[src/blle_pkg.sv]
// ----------------------------------------------------------------------------
// Binary lifting LCA engine - shared definitions
// Sizes, operation codes and the command/status bundles exchanged between
// the controller and the datapath.
// ----------------------------------------------------------------------------
package blle_pkg;

    localparam int MAX_NODES = 1024;
    localparam int LEVELS    = 11;

    localparam int NODE_W    = $clog2(MAX_NODES);
    localparam int LVL_W     = $clog2(LEVELS);
    localparam int KCNT_W    = $clog2(LEVELS + 1);
    localparam int NCNT_W    = $clog2(MAX_NODES + 1);
    localparam int ANC_W     = NODE_W + 1;
    localparam int TAB_DEPTH = LEVELS * MAX_NODES;
    localparam int TAB_AW    = $clog2(TAB_DEPTH);

    // fixed interface field widths
    localparam int OP_W  = 2;
    localparam int ID_W  = 10;
    localparam int PAR_W = 11;
    localparam int DEP_W = 11;
    localparam int CFG_W = 11;

    // table entry: MSB set means no ancestor
    localparam logic [ANC_W-1:0] ANC_NONE = '1;
    localparam logic [ID_W-1:0]  ANS_NONE = '1;

    typedef enum logic [OP_W-1:0] {
        OP_LOAD  = 2'd0,
        OP_BUILD = 2'd1,
        OP_QUERY = 2'd2,
        OP_NOP   = 2'd3
    } op_t;

    typedef enum logic [1:0] {
        RA_BJ   = 2'd0,   // level k-1, node j
        RA_BMID = 2'd1,   // level k-1, node read in previous cycle
        RA_P    = 2'd2,   // level i, node p
        RA_P0   = 2'd3    // level 0, node p
    } ra_sel_t;

    typedef enum logic [1:0] {
        WR_CLR   = 2'd0,
        WR_LOAD  = 2'd1,
        WR_BUILD = 2'd2
    } wr_sel_t;

    typedef enum logic [1:0] {
        RES_NONE = 2'd0,
        RES_P    = 2'd1,
        RES_TAB  = 2'd2
    } res_sel_t;

    typedef struct packed {
        logic     clr_next;
        logic     tab_wr;
        wr_sel_t  wr_sel;
        logic     tab_rd_a;
        ra_sel_t  ra_sel;
        logic     tab_rd_b;
        logic     dep_wr;
        logic     dep_rd_in;
        logic     dep_rd_lift;
        logic     build_init;
        logic     build_next_node;
        logic     build_next_level;
        logic     mid_capture;
        logic     q_order;
        logic     p1_take_dep;
        logic     p2_update;
        logic     i_dec;
        logic     i_reload;
        logic     res_load;
        res_sel_t res_sel;
        logic     out_load;
    } cmd_t;

    typedef struct packed {
        logic clr_last;
        logic j_last;
        logic level_ok;
        logic q_bad;
        logic p1_cond;
        logic i_zero;
        logic anc_a_none;
        logic p_eq_q;
        logic out_free;
    } status_t;

endpackage

[src/blle_ctrl.sv]
// ----------------------------------------------------------------------------
// Binary lifting LCA engine - controller
// Sequences the reset clear, node loads, table build and queries.
// ----------------------------------------------------------------------------
module blle_ctrl import blle_pkg::*; (
    input  logic            aclk,
    input  logic            aresetn,
    input  logic            s_valid,
    input  logic [OP_W-1:0] s_op,
    output logic            s_ready,
    input  status_t         status,
    output cmd_t            cmd
);

    typedef enum logic [15:0] {
        ST_CLEAR   = 16'h0001,
        ST_IDLE    = 16'h0002,
        ST_B_CHECK = 16'h0004,
        ST_B_RD1   = 16'h0008,
        ST_B_RD2   = 16'h0010,
        ST_B_WR    = 16'h0020,
        ST_Q_DEP   = 16'h0040,
        ST_P1_EVAL = 16'h0080,
        ST_P1_ANC  = 16'h0100,
        ST_P1_DEP  = 16'h0200,
        ST_P1_END  = 16'h0400,
        ST_P2_RD   = 16'h0800,
        ST_P2_UPD  = 16'h1000,
        ST_F_RD    = 16'h2000,
        ST_F_RES   = 16'h4000,
        ST_Q_OUT   = 16'h8000
    } state_t;

    state_t state_reg;
    state_t state_next;

    assign s_ready = (state_reg == ST_IDLE);

    always_comb begin
        cmd        = '0;
        state_next = state_reg;
        case (state_reg)
            ST_CLEAR: begin
                cmd.tab_wr   = 1'b1;
                cmd.wr_sel   = WR_CLR;
                cmd.clr_next = 1'b1;
                if (status.clr_last) begin
                    state_next = ST_IDLE;
                end
            end
            ST_IDLE: begin
                if (s_valid) begin
                    case (s_op)
                        OP_LOAD: begin
                            cmd.tab_wr = 1'b1;
                            cmd.wr_sel = WR_LOAD;
                            cmd.dep_wr = 1'b1;
                        end
                        OP_BUILD: begin
                            cmd.build_init = 1'b1;
                            state_next     = ST_B_CHECK;
                        end
                        OP_QUERY: begin
                            cmd.dep_rd_in = 1'b1;
                            state_next    = ST_Q_DEP;
                        end
                        default: begin
                        end
                    endcase
                end
            end
            ST_B_CHECK: begin
                state_next = status.level_ok ? ST_B_RD1 : ST_IDLE;
            end
            ST_B_RD1: begin
                cmd.tab_rd_a = 1'b1;
                cmd.ra_sel   = RA_BJ;
                state_next   = ST_B_RD2;
            end
            ST_B_RD2: begin
                cmd.mid_capture = 1'b1;
                cmd.tab_rd_a    = 1'b1;
                cmd.ra_sel      = RA_BMID;
                state_next      = ST_B_WR;
            end
            ST_B_WR: begin
                cmd.tab_wr = 1'b1;
                cmd.wr_sel = WR_BUILD;
                if (status.j_last) begin
                    cmd.build_next_level = 1'b1;
                    state_next           = ST_B_CHECK;
                end else begin
                    cmd.build_next_node = 1'b1;
                    state_next          = ST_B_RD1;
                end
            end
            ST_Q_DEP: begin
                if (status.q_bad) begin
                    cmd.res_load = 1'b1;
                    cmd.res_sel  = RES_NONE;
                    state_next   = ST_Q_OUT;
                end else begin
                    cmd.q_order = 1'b1;
                    state_next  = ST_P1_EVAL;
                end
            end
            ST_P1_EVAL: begin
                if (status.p1_cond) begin
                    cmd.tab_rd_a = 1'b1;
                    cmd.ra_sel   = RA_P;
                    state_next   = ST_P1_ANC;
                end else if (status.i_zero) begin
                    state_next = ST_P1_END;
                end else begin
                    cmd.i_dec = 1'b1;
                end
            end
            ST_P1_ANC: begin
                if (!status.anc_a_none) begin
                    cmd.dep_rd_lift = 1'b1;
                    state_next      = ST_P1_DEP;
                end else if (status.i_zero) begin
                    state_next = ST_P1_END;
                end else begin
                    cmd.i_dec  = 1'b1;
                    state_next = ST_P1_EVAL;
                end
            end
            ST_P1_DEP: begin
                cmd.p1_take_dep = 1'b1;
                if (status.i_zero) begin
                    state_next = ST_P1_END;
                end else begin
                    cmd.i_dec  = 1'b1;
                    state_next = ST_P1_EVAL;
                end
            end
            ST_P1_END: begin
                if (status.p_eq_q) begin
                    cmd.res_load = 1'b1;
                    cmd.res_sel  = RES_P;
                    state_next   = ST_Q_OUT;
                end else begin
                    cmd.i_reload = 1'b1;
                    state_next   = ST_P2_RD;
                end
            end
            ST_P2_RD: begin
                cmd.tab_rd_a = 1'b1;
                cmd.ra_sel   = RA_P;
                cmd.tab_rd_b = 1'b1;
                state_next   = ST_P2_UPD;
            end
            ST_P2_UPD: begin
                cmd.p2_update = 1'b1;
                if (status.i_zero) begin
                    state_next = ST_F_RD;
                end else begin
                    cmd.i_dec  = 1'b1;
                    state_next = ST_P2_RD;
                end
            end
            ST_F_RD: begin
                cmd.tab_rd_a = 1'b1;
                cmd.ra_sel   = RA_P0;
                state_next   = ST_F_RES;
            end
            ST_F_RES: begin
                cmd.res_load = 1'b1;
                cmd.res_sel  = RES_TAB;
                state_next   = ST_Q_OUT;
            end
            ST_Q_OUT: begin
                if (status.out_free) begin
                    cmd.out_load = 1'b1;
                    state_next   = ST_IDLE;
                end
            end
            default: begin
                state_next = ST_IDLE;
            end
        endcase
    end

    always_ff @(posedge aclk) begin
        if (!aresetn) begin
            state_reg <= ST_CLEAR;
        end else begin
            state_reg <= state_next;
        end
    end

endmodule

[config.mk]
export PLATFORM = sky130hd
export DESIGN_NAME = blle_ctrl
export DESIGN_NICKNAME = d
export VERILOG_FILES = /design/src/blle_pkg.sv /design/src/blle_ctrl.sv
export SDC_FILE = /design/constraint.sdc
export NUM_CORES = 1
export LEC_CHECK = 0
export ABC_AREA = 1
export BUFFER_PORTS_ARGS = -buffer_cell sky130_fd_sc_hd__buf_4
export CAP_MARGIN = 25
export CORE_ASPECT_RATIO = 0.8
export CORE_UTILIZATION = 36
export DETAILED_ROUTE_END_ITERATION = 8
export PLACE_DENSITY = 0.64
export SLEW_MARGIN = 20
export SYNTH_ARGS = -nofsm -noshare
export SYNTH_HDL_FRONTEND = slang
export SYNTH_SLANG_ARGS = --single-unit
export TNS_END_PERCENT = 50
[constraint.sdc]
create_clock -name aclk -period 3.15 [get_ports aclk]
set_input_delay 0.1575 -clock aclk [delete_from_list [all_inputs] [get_ports aclk]]
set_output_delay 0.1575 -clock aclk [all_outputs]
set_load 0.1 [all_outputs]
-- Word-level counts from Yosys, hierarchy flattened
Index checks and enable logic that the tools add are counted.
- $add $sub $neg: 0
- multipliers: 0
- divide/modulo/power cells: 0
- order comparisons: 0
- equality and inequality tests: 23
- shift operators: 0
- mux-type cells: 49
- bitwise operators: 0
- reductions and logical operators: 3
- operators by type and width (kind ; number):
    $pmux W16 S16 ; 1
    $mux W16 ; 8
    $pmux W16 S2 ; 1
    $mux W1 ; 23
    $pmux W3 S3 ; 2
    $eq A16 B1 Y1 const B ; 1
    $eq A16 B10 Y1 const B ; 1
    $eq A16 B11 Y1 const B ; 1
    $eq A16 B12 Y1 const B ; 1
    $eq A16 B13 Y1 const B ; 1
    $eq A16 B14 Y1 const B ; 1
    $eq A16 B15 Y1 const B ; 1
    $eq A16 B16 Y1 const B ; 1
    $eq A16 B2 Y1 const B ; 1
    $eq A16 B3 Y1 const B ; 1
    $eq A16 B4 Y1 const B ; 1
    $eq A16 B5 Y1 const B ; 1
    $eq A16 B6 Y1 const B ; 1
    $eq A16 B7 Y1 const B ; 1
    $eq A16 B8 Y1 const B ; 1
    $eq A16 B9 Y1 const B ; 1
    $mux W3 ; 5
    $pmux W3 S5 ; 1
    $mux W14 ; 1
    other kinds (12) ; 17
- flip-flop bits (word level): 16
- latch bits: 0
- RAM bits: 0
- bits in read-only memories: 0
- input bits: 14
- output and inout port bits: 25
- word-level logic and storage cells: 76
- memories kept: 0

-- Depth between registers and ports, before layout
- depth in word-level cells: 4
- gate-level depth with buffers: 13
- depth with buffers taken out: 13

-- Least setup slack after synthesis
Ideal clock, no wire load.
- path type: reg-to-output
- from: register state_reg[6]
- to: output cmd[22] in the netlist's numbering
- arrival time: 3292 ps
- data required time: 2992 ps
- path slack: -299 ps
- cell stages (with the launch flop): 8
- path buffers: 0
- cell sequence: dfxtp_1 nor2_2 nand2_4 nor2_4 and2_4 nand2_2 nor3_2 nand3b_1
- RTL lines (item ; line ; RTL):
    from (decl) ; blle_ctrl.sv:34 ; state_t state_reg;
    from (signal assigned) ; blle_ctrl.sv:189 ; state_reg <= state_next;
    to (decl) ; blle_ctrl.sv:12 ; output cmd_t cmd

==> run_results.csv <==
group,metric,value,unit
final_layout,final_layout_size_suffix_gt1_share,33.9,%
critical_path,worstPathRequired,2.99,ns
synth,ys.flop_type,"dfxtp_1",
final_layout,stdcell_area,1630,um2
sta,rsz0062_at_grt,"no",
route,drc,0,
cts,post_cts_buffers,0,
final_layout,final_cell_count_no_fill,276,
placed_design,dp.cells,273,
floorplanning,fp.coreArea,3240,um2
floorplanning,fp.dieH,55.3,um
final_layout,n_antenna_cell,0,
sta,hold_viol_final,0,
cts,root_buffer,"clkbuf_8",
sta,skew,0.00541,ns
placed_design,numPortBuffers,38,
pwr,leakagePower,0.888,nW
pwr,pwr_density_cell,312,nW/um2
floorplanning,fp.dieW,68.6,um
critical_path,cp.arrival,1.95,ns
critical_path,critPathSlowestCell,"dfxtp_1",
cts,ctsResizeCount,0,
sta,post-route-period-util,66.9,%
global_routing,gr-total-overflow,0,
critical_path,cp_cell_sequence,"nor2_2 -> nand2_4 -> nor2_8 -> and2_4 -> nand2_2 -> nor3_2 -> nand3b_1 -> buf_4",
cts,cts_buffers,3,
placed_design,hpwl,2.45,mm
synth,yosys-top-cells-count,"nor2_1, inv_1, nand2_1",
synth,netlist.top_cell.by_area,"dfxtp_1",
global_routing,track_usage,16.7,%
synth,synthCells,197,
cts,hold_buffers,0,
cts,h-tree-depth,1,
critical_path,cp_max_fo,14,
pwr,ir_drop,0.000224,V
synth,ys_seq_area_share,25.0,%
cts,tritoncts,"done",
placed_design,place_area,1590,um2
final_layout,syn_to_final_growth,27.6,%
synth,synth-seq-cells,16,
placed_design,gp_congestion,0.865,
synth,ys_types,29,
route,drt_wl_total,2.97,mm
sta,max_freq,0.475,GHz
sta,worstMarginPinSlew,0.597,ns
route,viasPerCell,4.63,
sta,finalMaxSlewViolations,0,
synth,synth_area,1280,um2
critical_path,end_kind,"primary output",
outcome,status,"complete, no violations",
global_routing,grt_pass1_wl,4.80,mm
global_routing,grt_pass1_vias,1041,
route,dr.pass1.iters,4,
final_layout,nFillCells,349,
synth,synth_edf_count,0,
floorplanning,start_util,39.4,%
sta,setup_tns,0,ns
floorplanning,die-area,3800,um2
critical_path,cp_top_family,"simple AND/OR/NAND/NOR gates",
route,ant_nets,0,
sta,timing.hold.ws,0.0865,ns
cts,worstSkewPairLatency,0.25,ns
cts,clock_sinks,16,
route,via_count,1278,
final_layout,largest_register_ffs,16,
sta,period_needed,2.11,ns
floorplanning,rows,18,
critical_path,critical_path_class,"flip-flop to primary output",
route,wl_per_cell,10.8,um
synth,ys.warnings.count,0,
global_routing,antenna_found_initial,0,
sta,slew_headroom,60.2,%
synth,synth.top_cell.area_share,25.0,%
synth,synth_most_common_cell,"nor2_1",
cts,cts.path.max_buffers,2,
min_path,hold_path_class,"primary input to flip-flop",
synth,syn_avg_cell_area,6.49,um2
floorplanning,ios,39,
critical_path,path_buf_inv,1,
critical_path,startpoint_type,"flip-flop",
final_layout,nNetsFinal,252,
synth,syn_nets,211,
synth,synthTopCellsByArea,"dfxtp_1, nor2_1, inv_1",
critical_path,slowest_delay,0.32,ns
cts,clkSlewWorstSetupHoldPaths,0.06,ns
route,drt_iter0_drc,77,
global_routing,grt_max_degree,15,
flow_run,maxCapViolations,0,
synth,async_flop_share,0,%
sta,setup_viol,0,
-- worst register-to-register path, stage by stage, from the launching register on --
cell,delay (ns)
dfxtp_1,0.32
nor2_2,0.20
nand2_4,0.12
nor2_8,0.25
nand3_2,0.16
nor2_1,0.14
nor2_2,0.08
nand2_8,0.08
a21oi_2,0.05
nand2_1,0.09
inv_1,0.03
-- cell usage in the layout, fill, tap and decap left out, types with 2 or more instances in the layout --
cell type	synthesis	routed
nor2_4	4	4
nand3_1	12	12
buf_4	0	38
nor3_1	6	6
nand3_2	3	3
a21oi_1	4	4
inv_1	33	33
nor2_8	2	2
nand2_1	31	31
nand2_4	4	4
dfxtp_1	16	16
clkbuf_8	0	3
o21ai_0	4	4
nor2_1	44	44
nand2_2	6	6
inv_2	3	3
nor3_2	2	2
nor2_2	10	10
-- logic make-up after synthesis --
kind of cell    after synthesis  share of synthesized area [%]
compound gates               12                           5.77
buf+inv                      38                           12.4
flops                        16                           25.0
simple gates                131                           56.8
-- per-stage QoR --
step / total power, mW / utilization [%] / worst slack [ns]
2_1_floorplan: 0.326 / - / -0.299
3_3_place_gp: 0.363 / 49.0 / 1.35
3_5_place_dp: 0.363 / 49.0 / 1.33
4_1_cts: 0.515 / 50.3 / 1.05
5_1_grt: 0.536 / 50.3 / 0.905
6_report: 0.510 / 50.3 / 1.04
-- final timing paths --
kind                                     from            to  slack (ns)  depth (start not counted)
worst min-delay path                status[2]  state_reg[9]        0.09                          2
worst max register to register  state_reg[12]  state_reg[1]        1.53                         10
worst min register to register   state_reg[1]  state_reg[1]        0.61                          4
worst max-delay path            state_reg[12]       cmd[22]        1.04                          8
-- metal layers --
metal	track usage, %	routed length (um)	up-vias
li1	-	-	683
met1	26.1	1560	568
met2	22.7	1250	25
met3	4.96	159	2
met4	1.79	4	0
met5	0	0	-
-- layout make-up --
cell class,instances,area (um2),area share [%]
clock buffers,3,41.3,2.53
inverters,36,135,8.28
multi-input cells,143,800,49.0
flip-flops and latches,16,320,19.6
well taps,40,50.0,3.07
repair buffers,38,285,17.5
-- power by group --
group / switching (mW) / internal, mW
combinational: 0.106 / 0.0430
sequential: 0.00273 / 0.206
clock: 0.0669 / 0.0847
Power figures use the tool's default switching activity.
